`config.mk`:
```
export PLATFORM = sky130hd
export DESIGN_NAME = utf8_stream_decoder
export DESIGN_NICKNAME = d
export VERILOG_FILES = /design/src/rtl/core/utf8sd_pkg.sv /design/src/rtl/core/utf8_stream_decoder.sv /design/src/rtl/core/utf8sd_ctrl.sv /design/src/rtl/core/utf8sd_datapath.sv
export SDC_FILE = /design/constraint.sdc
export NUM_CORES = 1
export LEC_CHECK = 0
export ABC_CLOCK_PERIOD_IN_PS = 8100
export BUFFER_PORTS_ARGS = -buffer_cell sky130_fd_sc_hd__buf_4
export CAP_MARGIN = 20
export CELL_PAD_IN_SITES_DETAIL_PLACEMENT = 1
export CELL_PAD_IN_SITES_GLOBAL_PLACEMENT = 1
export CORE_UTILIZATION = 38
export DETAILED_ROUTE_END_ITERATION = 12
export GPL_TIMING_DRIVEN = 0
export PLACE_DENSITY = 0.62
export SLEW_MARGIN = 30
export SYNTH_ARGS = -nofsm -noshare
export SYNTH_HDL_FRONTEND = slang
export SYNTH_SLANG_ARGS = --single-unit
```
`constraint.sdc`:
```
create_clock -name aclk -period 8.1 [get_ports aclk]
set_input_delay 0.405 -clock aclk [delete_from_list [all_inputs] [get_ports aclk]]
set_output_delay 0.405 -clock aclk [all_outputs]
set_load 0.01 [all_outputs]
```
`src/rtl/core/utf8sd_pkg.sv`:
```
// Package for the UTF-8 stream decoder: payload structs, controller state,
// command and status structs, and byte-classification constants. No dependencies.
package utf8sd_pkg;

    localparam int BYTE_W   = 8;
    localparam int CP_W     = 21;
    localparam int QDEPTH   = 3;
    localparam int MAX_RES  = 4;

    localparam logic [7:0] ASCII_LIMIT = 8'h80;
    localparam logic [7:0] MASK_L2     = 8'hE0;
    localparam logic [7:0] CODE_L2     = 8'hC0;
    localparam logic [7:0] MASK_L3     = 8'hF0;
    localparam logic [7:0] CODE_L3     = 8'hE0;
    localparam logic [7:0] MASK_L4     = 8'hF8;
    localparam logic [7:0] CODE_L4     = 8'hF0;
    localparam logic [7:0] MASK_CONT   = 8'hC0;
    localparam logic [7:0] CODE_CONT   = 8'h80;
    localparam logic [CP_W-1:0] REPL_CP = 21'h00003F;

    localparam logic [2:0] LEN_NONE = 3'd0;
    localparam logic [2:0] LEN_2    = 3'd2;
    localparam logic [2:0] LEN_3    = 3'd3;
    localparam logic [2:0] LEN_4    = 3'd4;

    typedef struct packed {
        logic [BYTE_W-1:0] text_byte;
        logic              end_of_text;
    } in_t;

    typedef struct packed {
        logic [CP_W-1:0] code_point;
        logic            was_replaced;
        logic            final_result;
    } out_t;

    typedef enum logic {
        ST_STREAM,
        ST_REPLAY
    } state_t;

    typedef struct packed {
        logic step;
        logic from_input;
    } cmd_t;

    typedef struct packed {
        logic out_free;
        logic queue_busy;
        logic queue_after;
    } status_t;

endpackage

```
`src/rtl/core/utf8_stream_decoder.sv`:
```
// UTF-8 stream decoder, top level: joins the controller and the datapath.
// Latency: a result appears in the cycle after the byte that completes it.
// Throughput: one byte per cycle while the output is not stalled; a bad continuation
// holds off the input while the queued bytes are replayed.
// Reset: aresetn is synchronous and active low; it empties the sequence buffer,
// the replay queue and the output register. Depends on utf8sd_pkg.
module utf8_stream_decoder (
    input  logic             aclk,
    input  logic             aresetn,
    input  logic             s_valid,
    output logic             s_ready,
    input  utf8sd_pkg::in_t  s_data,
    output logic             m_valid,
    input  logic             m_ready,
    output utf8sd_pkg::out_t m_data
);
    import utf8sd_pkg::*;

    cmd_t    cmd;
    status_t sts;
    state_t  state;

    // The controller decides each cycle whether the decode step runs and
    // whether it consumes the incoming byte or the head of the replay queue.
    utf8sd_ctrl u_ctrl (
        .aclk    (aclk),
        .aresetn (aresetn),
        .s_valid (s_valid),
        .s_ready (s_ready),
        .sts     (sts),
        .cmd     (cmd),
        .state   (state)
    );

    // The datapath holds the open sequence, the bytes awaiting replay after
    // a bad continuation, and the registered result that parts the two sides.
    utf8sd_datapath u_dp (
        .aclk    (aclk),
        .aresetn (aresetn),
        .s_data  (s_data),
        .cmd     (cmd),
        .sts     (sts),
        .m_valid (m_valid),
        .m_ready (m_ready),
        .m_data  (m_data)
    );

    // While replaying, the queue must hold at least one byte.
    a_replay_has_bytes: assert property (@(posedge aclk) disable iff (!aresetn)
        (state == ST_REPLAY) |-> sts.queue_busy)
        else $error("replay state with an empty queue");

    // No new transaction is taken while queued bytes are still to be replayed.
    a_no_accept_in_replay: assert property (@(posedge aclk) disable iff (!aresetn)
        sts.queue_busy |-> !s_ready)
        else $error("input accepted during replay");

    // A held result is never overwritten by a decode step.
    a_hold_result: assert property (@(posedge aclk) disable iff (!aresetn)
        (m_valid && !m_ready) |-> !cmd.step)
        else $error("decode step while output is stalled");

endmodule

```
`src/rtl/core/utf8sd_ctrl.sv`:
```
// Controller for the UTF-8 stream decoder: chooses between taking a new byte
// and replaying queued bytes. Depends on utf8sd_pkg.
module utf8sd_ctrl (
    input  logic                aclk,
    input  logic                aresetn,
    input  logic                s_valid,
    output logic                s_ready,
    input  utf8sd_pkg::status_t sts,
    output utf8sd_pkg::cmd_t    cmd,
    output utf8sd_pkg::state_t  state
);
    import utf8sd_pkg::*;

    state_t state_reg, state_next;

    always_ff @(posedge aclk) begin
        if (!aresetn) begin
            state_reg <= ST_STREAM;
        end else begin
            state_reg <= state_next;
        end
    end

    // Next state: after any step, go to or stay in replay while bytes remain queued, else stream.
    always_comb begin
        state_next = state_reg;
        if (cmd.step) begin
            state_next = sts.queue_after ? ST_REPLAY : ST_STREAM;
        end
    end

    always_comb begin
        cmd.from_input = 1'b0;
        cmd.step       = 1'b0;
        s_ready        = 1'b0;
        unique case (state_reg)
            ST_STREAM: begin
                cmd.from_input = 1'b1;
                s_ready        = sts.out_free;
                cmd.step       = sts.out_free && s_valid;
            end
            ST_REPLAY: begin
                cmd.step = sts.out_free;
            end
            default: begin
                cmd.step = 1'b0;
            end
        endcase
    end

    assign state = state_reg;

endmodule

```
`src/rtl/core/utf8sd_datapath.sv`:
```
// Datapath for the UTF-8 stream decoder: sequence buffer, replay queue,
// decode logic and the output register. Depends on utf8sd_pkg.
module utf8sd_datapath (
    input  logic                aclk,
    input  logic                aresetn,
    input  utf8sd_pkg::in_t     s_data,
    input  utf8sd_pkg::cmd_t    cmd,
    output utf8sd_pkg::status_t sts,
    output logic                m_valid,
    input  logic                m_ready,
    output utf8sd_pkg::out_t    m_data
);
    import utf8sd_pkg::*;

    logic [BYTE_W-1:0] pend_reg [QDEPTH];
    logic [1:0]        pcnt_reg, pcnt_next;
    logic [2:0]        slen_reg, slen_next;
    logic [BYTE_W-1:0] q_reg [QDEPTH];
    logic [BYTE_W-1:0] q_next [QDEPTH];
    logic [1:0]        qlen_reg, qlen_next;
    logic              qlast_reg;
    logic [2:0]        rcnt_reg, rcnt_next;
    logic              mvalid_reg;
    out_t              out_reg;

    logic [BYTE_W-1:0] cur_byte;
    logic              cur_last;
    logic              emit, emit_ok, fail, pend_wr;
    logic [1:0]        pend_idx;
    out_t              emit_val;
    logic [1:0]        rlen, rest_cnt;
    logic [BYTE_W-1:0] rbytes [QDEPTH];
    logic [2:0]        src_idx;
    logic              cont_ok;
    logic [CP_W-1:0]   asm_cp;

    assign cur_byte = cmd.from_input ? s_data.text_byte : q_reg[0];
    assign cur_last = cmd.from_input ? s_data.end_of_text
                                     : (qlast_reg && (qlen_reg == 2'd1));

    // Assembly and continuation check of a completed sequence.
    always_comb begin
        asm_cp  = '0;
        cont_ok = 1'b0;
        rbytes[0] = cur_byte;
        rbytes[1] = cur_byte;
        rbytes[2] = cur_byte;
        unique case (slen_reg)
            LEN_3: begin
                asm_cp  = {5'd0, pend_reg[0][3:0], pend_reg[1][5:0], cur_byte[5:0]};
                cont_ok = ((pend_reg[1] & MASK_CONT) == CODE_CONT)
                       && ((cur_byte & MASK_CONT) == CODE_CONT);
                rbytes[0] = pend_reg[1];
            end
            LEN_4: begin
                asm_cp  = {pend_reg[0][2:0], pend_reg[1][5:0], pend_reg[2][5:0],
                           cur_byte[5:0]};
                cont_ok = ((pend_reg[1] & MASK_CONT) == CODE_CONT)
                       && ((pend_reg[2] & MASK_CONT) == CODE_CONT)
                       && ((cur_byte & MASK_CONT) == CODE_CONT);
                rbytes[0] = pend_reg[1];
                rbytes[1] = pend_reg[2];
            end
            default: begin
                asm_cp  = {10'd0, pend_reg[0][4:0], cur_byte[5:0]};
                cont_ok = ((cur_byte & MASK_CONT) == CODE_CONT);
            end
        endcase
    end

    // One byte fed through the decoder.
    always_comb begin
        emit      = 1'b0;
        emit_val  = '{code_point: REPL_CP, was_replaced: 1'b1, final_result: cur_last};
        fail      = 1'b0;
        pend_wr   = 1'b0;
        pend_idx  = 2'd0;
        pcnt_next = pcnt_reg;
        slen_next = slen_reg;
        if (slen_reg == LEN_NONE) begin
            if (cur_byte < ASCII_LIMIT) begin
                emit     = 1'b1;
                emit_val = '{code_point: {13'd0, cur_byte}, was_replaced: 1'b0,
                             final_result: cur_last};
            end else if ((cur_byte & MASK_L2) == CODE_L2 ||
                         (cur_byte & MASK_L3) == CODE_L3 ||
                         (cur_byte & MASK_L4) == CODE_L4) begin
                if (cur_last) begin
                    emit = 1'b1;
                end else begin
                    pend_wr   = 1'b1;
                    pcnt_next = 2'd1;
                    if ((cur_byte & MASK_L2) == CODE_L2) begin
                        slen_next = LEN_2;
                    end else if ((cur_byte & MASK_L3) == CODE_L3) begin
                        slen_next = LEN_3;
                    end else begin
                        slen_next = LEN_4;
                    end
                end
            end else begin
                emit = 1'b1;
            end
        end else if (({1'b0, pcnt_reg} + 3'd1) < slen_reg) begin
            if (cur_last || pcnt_reg == 2'd3) begin
                emit      = 1'b1;
                pcnt_next = 2'd0;
                slen_next = LEN_NONE;
            end else begin
                pend_wr   = 1'b1;
                pend_idx  = pcnt_reg;
                pcnt_next = pcnt_reg + 2'd1;
            end
        end else begin
            pcnt_next = 2'd0;
            slen_next = LEN_NONE;
            emit      = 1'b1;
            if (cont_ok) begin
                emit_val = '{code_point: asm_cp, was_replaced: 1'b0,
                             final_result: cur_last};
            end else begin
                fail     = 1'b1;
                emit_val = '{code_point: REPL_CP, was_replaced: 1'b1,
                             final_result: 1'b0};
            end
        end
    end

    assign emit_ok = emit && (cmd.from_input || rcnt_reg < 3'(MAX_RES));

    // Replay queue: bytes after a failed lead go in front of what remains.
    always_comb begin
        rlen     = fail ? 2'(slen_reg - 3'd1) : 2'd0;
        rest_cnt = cmd.from_input ? 2'd0 : (qlen_reg - 2'd1);
        qlen_next = rlen + rest_cnt;
        src_idx  = '0;
        for (int i = 0; i < QDEPTH; i++) begin
            q_next[i] = '0;
            if (2'(i) < rlen) begin
                q_next[i] = rbytes[i];
            end else begin
                src_idx = 3'(i) - {1'b0, rlen} + 3'd1;
                if (src_idx < 3'(QDEPTH)) begin
                    q_next[i] = q_reg[src_idx[1:0]];
                end
            end
        end
    end

    always_comb begin
        rcnt_next = rcnt_reg;
        if (cmd.from_input) begin
            rcnt_next = emit ? 3'd1 : 3'd0;
        end else if (emit_ok) begin
            rcnt_next = rcnt_reg + 3'd1;
        end
    end

    always_ff @(posedge aclk) begin
        if (!aresetn) begin
            pcnt_reg   <= 2'd0;
            slen_reg   <= LEN_NONE;
            qlen_reg   <= 2'd0;
            rcnt_reg   <= 3'd0;
            mvalid_reg <= 1'b0;
        end else begin
            if (cmd.step) begin
                pcnt_reg <= pcnt_next;
                slen_reg <= slen_next;
                qlen_reg <= qlen_next;
                rcnt_reg <= rcnt_next;
            end
            if (cmd.step && emit_ok) begin
                mvalid_reg <= 1'b1;
            end else if (m_ready) begin
                mvalid_reg <= 1'b0;
            end
        end
    end

    always_ff @(posedge aclk) begin
        if (cmd.step) begin
            if (pend_wr) begin
                pend_reg[pend_idx] <= cur_byte;
            end
            for (int i = 0; i < QDEPTH; i++) begin
                q_reg[i] <= q_next[i];
            end
            if (cmd.from_input) begin
                qlast_reg <= s_data.end_of_text;
            end
            if (emit_ok) begin
                out_reg <= emit_val;
            end
        end
    end

    assign sts.out_free    = !mvalid_reg || m_ready;
    assign sts.queue_busy  = (qlen_reg != 2'd0);
    assign sts.queue_after = (qlen_next != 2'd0);
    assign m_valid = mvalid_reg;
    assign m_data  = out_reg;

endmodule
```
**Word level (Yosys, flattened, before mapping)**

Memories as Yosys holds them, arrays and structs flattened.
Cells that the tools add are included.

- Flip-flop bits (word level): 36
- Bits in writable memories: 48
- Bits of input ports: 13
- Output and inout bits: 25
- Logic and storage cells: 135
- Memories kept: 2

Memory list:

| name | depth | width | read ports | clocked after Yosys merged registers in | wr ports | RTL line | text |
|---|---|---|---|---|---|---|---|
| u_dp.pend_reg | 3 | 8 | 3 | 0 | 1 | utf8sd_datapath.sv:15 | `logic [BYTE_W-1:0] pend_reg [QDEPTH];` |
| u_dp.q_reg | 3 | 8 | 4 | 0 | 3 | utf8sd_datapath.sv:18 | `logic [BYTE_W-1:0] q_reg [QDEPTH];` |

- Add/sub/neg operators: 12
- $lt $le $gt $ge: 9
- Eq/ne operators: 15
- Mux-type cells: 64
- Bitwise logic cells: 1
- Reductions and logical operators: 22

Operator list:

| cell | count |
|---|---|
| two-way mux 8 bit | 9 |
| two-way mux 23 bit | 3 |
| case mux 21 bit (2 select lines) | 1 |
| two-way mux 3 bit | 10 |
| two-way mux 1 bit | 27 |
| two-way mux 2 bit | 11 |
| adder 3 x 1 -> 3 bit, second input constant | 4 |
| two-way mux 10 bit | 1 |
| less-than comparator 3 x 2 -> 1 bit, second input constant | 3 |
| equality test 2 bit, second input constant | 4 |
| less-than comparator 8 bit, second input constant | 1 |
| logical AND 1 bit | 7 |
| equality test 3 bit, second input constant | 2 |
| != test 2 bit, second input constant | 3 |
| AND reduction 2 bit | 3 |
| subtractor 1 x 2 -> 3 bit, first input constant | 2 |
| equality test 5 bit, second input constant | 1 |
| logical OR 1 bit | 5 |
| AND reduction 5 bit | 1 |
| equality test 4 bit, second input constant | 1 |
| less-than comparator 1 x 2 -> 1 bit, first input constant | 2 |
| case mux 1 bit (2 select lines) | 2 |
| AND reduction 4 bit | 1 |
| nonzero test 2 bit | 2 |
| other kinds (16) | 17 |

**Longest topological paths before layout**

An unclocked memory read counts as a cell.

- Depth in word-level cells: 14
- Gate-level depth with buffers: 13
- Mapped depth without buffers: 10

**Cells and area by module**

From an unflattened synthesis, not the netlist that was laid out.

- Cell total of the unflattened synthesis: 354
- Area total of the unflattened synthesis: 3953.8 um^2

Modules (own cells, without submodules):

| module | instances | cells each | area an instance (um^2) | seq. area each (um^2) |
|---|---|---|---|---|
| utf8sd_datapath | 1 | 347 | 3892.5 | 2292.2 |
| utf8sd_ctrl | 1 | 7 | 61.3 | 20.0 |

**Worst setup path after synthesis**

OpenSTA, ideal clock, no wires.

- Path kind: register -> register
- Start point: register u_dp.slen_reg[0]
- End point: memory u_dp.q_reg[1][5], data pin
- Library setup time: 0.262 ns
- Arrival: 3.058 ns
- Data required time: 7.838 ns
- Slack: 4.780 ns
- Cell stages (with the launch flop): 14
- Buffers on the path: 4
- Clock period less this slack: 3.320 ns
- Cells stage by stage: dfxtp_1 -> buf_2 -> inv_1 -> ha_1 -> nor2b_1 -> clkbuf_1 -> nor4_2 -> buf_2 -> inv_1 -> ha_1 -> clkbuf_1 -> nor2b_1 -> a211oi_1 -> a21oi_1

RTL lines:

| item | RTL line | text |
|---|---|---|
| from (decl) | utf8sd_datapath.sv:17 | `logic [2:0] slen_reg, slen_next;` |
| from (signal assigned) | utf8sd_datapath.sv:169 | `slen_reg <= slen_next;` |
| to (decl) | utf8sd_datapath.sv:18 |  |

==> flow_summary.toml <==
[clock_tree]
cts.sinks = 81
post_cts_buffers = 0
cts_tree = "yes"
cts.path.max_buffers = 2
htree_num_levels = 3
path_clk_slew_ps = 90
clock_latency_ps = 370
cts_inserted_buffers = 9
cts_resized = 0
hold_buffers = 0
cts_root_buf = "clkbuf_8"

[floorplan]
die_h_um = 106
die_w_um = 106
num_rows = 37
design.die.area_um2 = 11200
fp.coreArea_um2 = 10400
ios = 38
start_util = 0.394

[setup_path]
r2r_slack_ps = 3710
crit_path_top_delay_cell = "nor4_2"
path_class = "flop to flop"
r2r-start = "u_dp.slen_reg[0]"
reg2reg_to = "u_dp.q_reg[1][5]"
critPathCaptureType = "flop"
cp.arrival_ps = 4500
path_cells = "buf_2 > inv_1 > ha_1 > nor2b_1 > clkbuf_1 > nor4_2 > buf_2 > inv_1 > ha_1 > clkbuf_1 > nor2b_1 > a211oi_1 > a21oi_1"
reg2regPathDepth = 13
required_ps = 8210
slowest_delay_ps = 830
cp-start-kind = "flop"
cp_max_fo = 10

[sta]
setup_viol = 0
rsz0062_at_grt = "no"
setup_tns_ps = 0
maxSlewViolCount = 0
max_freq_ghz = 0.228
timing.hold.ws_ps = 227
layout_setup_ws_ps = 3710
slew_headroom = 0.377
clock_skew_ps = 15.9
min_period_over_period = 0.542
finalHoldViolCount = 0
finalCriticalPeriod_ps = 4390
worstMarginPinSlew_ps = 931

[route]
drt_iter0_markers = 147
ant_nets = 0
dr.pass1.iters = 4
num_vias = 3051
drt-total-wl_um = 10600
drc = 0
post_drt_via_cell_ratio = 5.44
wl_per_cell_um = 18.9

[yosys]
synth_top_cell_by_area = "edfxtp_1"
synthFlopType = "edfxtp_1"
synth_area_per_cell_um2 = 11.1
synth_edf_count = 69
yosys_warnings = 0
synth_seq_area_share = 0.566
syn_nets = 390
syn-cell-area_um2 = 4080
async_flop_share = 0
postSynthCellCount = 369
ys_ff_latch = 81
yosys-top-cells-area = "edfxtp_1, dfxtp_1, nand2_1, mux2i_1, a21oi_1"
ys_types = 49
synth_top_area_share = 0.507

[finish]
most-common-layout-cells = "edfxtp_1, nand2_1, buf_4"
nets = 441
num_antenna_cells = 0
n_fill_cell = 1168
final_common_cell = "edfxtp_1"
largest_reg_flops = 24
area_growth_pct = 17.7
drive_above_1_share = 0.184
post-route-util = 0.463

[min_path]
hold_path.class = "input pin to flop"
hold_path_end = "u_dp.qlast_reg"
holdPathStages = 1
min_from = "s_data[0]"

[global_route]
antenna_found_initial = 0
grt_pass1_wl_um = 16800
grt_pass1_vias = 3051
grt_overflow = 0
grt_usage = 0.202
grt_max_degree = 27

[pwr]
ir_drop_uv = 131
total_power_uw = 1260
p_leak_uw = 0.00175
pwr_density_cell_nw_per_um2 = 262

[place]
hpwl_um = 8160
dp_worst_setup_slack_ps = 3710
gp_congestion = 0.817
io_buffer_count = 37

[status]
status = "completed"

[job]
max-cap-violations = 0
per-layer routing:
metal	wire length [µm]	track usage	vias to the layer above
li1	-	-	1476
met1	5310	0.280	1501
met2	4720	0.313	57
met3	354	0.0359	17
met4	211	0.0813	0
met5	0	0	-
report_power, final:
group,leakage [µW],internal [µW],switching [µW]
Clock,0.000117,180,167
Sequential,0.000760,544,33.7
Combinational,0.000875,134,203
synth_stat cells, types with 2 or more instances:
| library cell | n |
|---|---|
| edfxtp_1 | 69 |
| nand2_1 | 42 |
| nor2_1 | 28 |
| a21oi_1 | 26 |
| o21ai_0 | 21 |
| inv_1 | 19 |
| mux2i_1 | 15 |
| dfxtp_1 | 12 |
| nor2b_1 | 12 |
| a22oi_1 | 11 |
| clkbuf_1 | 11 |
| and2_1 | 9 |
| a211oi_1 | 8 |
| ha_1 | 8 |
| mux2_4 | 8 |
| nand3_1 | 5 |
| nor4_1 | 5 |
| nand2b_1 | 4 |
| nor3_1 | 4 |
| o21a_1 | 4 |
| buf_2 | 3 |
| mux2_2 | 3 |
| nand3b_1 | 3 |
| nand4_1 | 3 |
| o31ai_1 | 3 |
| or4_1 | 3 |
| a21o_1 | 2 |
| and4_1 | 2 |
| nand4b_1 | 2 |
| o211ai_1 | 2 |
| o22ai_1 | 2 |
| o31a_1 | 2 |
| or3_1 | 2 |
logic make-up after synthesis:
family                   after synthesis  synth area share
buffers and inverters                 36            0.0368
AO/OA/AOI/OAI                         91             0.142
flip-flops                            81             0.566
AND/OR/NAND/NOR                      127             0.156
multiplexers                          26            0.0744
adder cells (fa/ha/maj)                8            0.0245
per-stage QoR:
step | cells | area, µm²
after floorplan | 369 | 4080
after global placement | 542 | 4530
after global routing | 561 | 4810
final | 561 | 4810
after CTS | 561 | 4810
after detailed placement | 545 | 4580
final cells by class:
| cell class | count | area (µm²) | share of cell area |
|---|---|---|---|
| plain buffers | 17 | 80.1 | 0.0167 |
| inverters | 19 | 71.3 | 0.0148 |
| clock buffers | 9 | 124 | 0.0258 |
| well taps | 136 | 170 | 0.0354 |
| clock inverters | 7 | 106 | 0.0221 |
| multi-input cells | 252 | 1640 | 0.341 |
| flip-flops and latches | 81 | 2310 | 0.481 |
| repair buffers | 40 | 304 | 0.0633 |
worst max-delay path: cells and delay by family (launching register included):
family / cells / cell delay (ps)
buffers and inverters: 6 / 1580
and+or+nand+nor: 3 / 1070
adders and majority gates: 2 / 700
DFF: 1 / 510
AOI/OAI and AO/OA: 2 / 260
worst max-delay path by stage:
stage	cells past startpoint	slack [ps]	startpoint	to
6_report	13	3710	u_dp.slen_reg[0]	u_dp.q_reg[1][5]
5_1_grt	13	3340	u_dp.slen_reg[0]	u_dp.q_reg[1][5]
4_1_cts	13	3690	u_dp.slen_reg[0]	u_dp.q_reg[1][5]
3_5_place_dp	13	3710	u_dp.slen_reg[0]	u_dp.q_reg[1][6]
3_3_place_gp	7	3710	u_dp.slen_reg[0]	u_dp.q_reg[2][1]
2_1_floorplan	13	4780	u_dp.slen_reg[0]	u_dp.q_reg[1][5]
(Power assumes the default switching activity.)
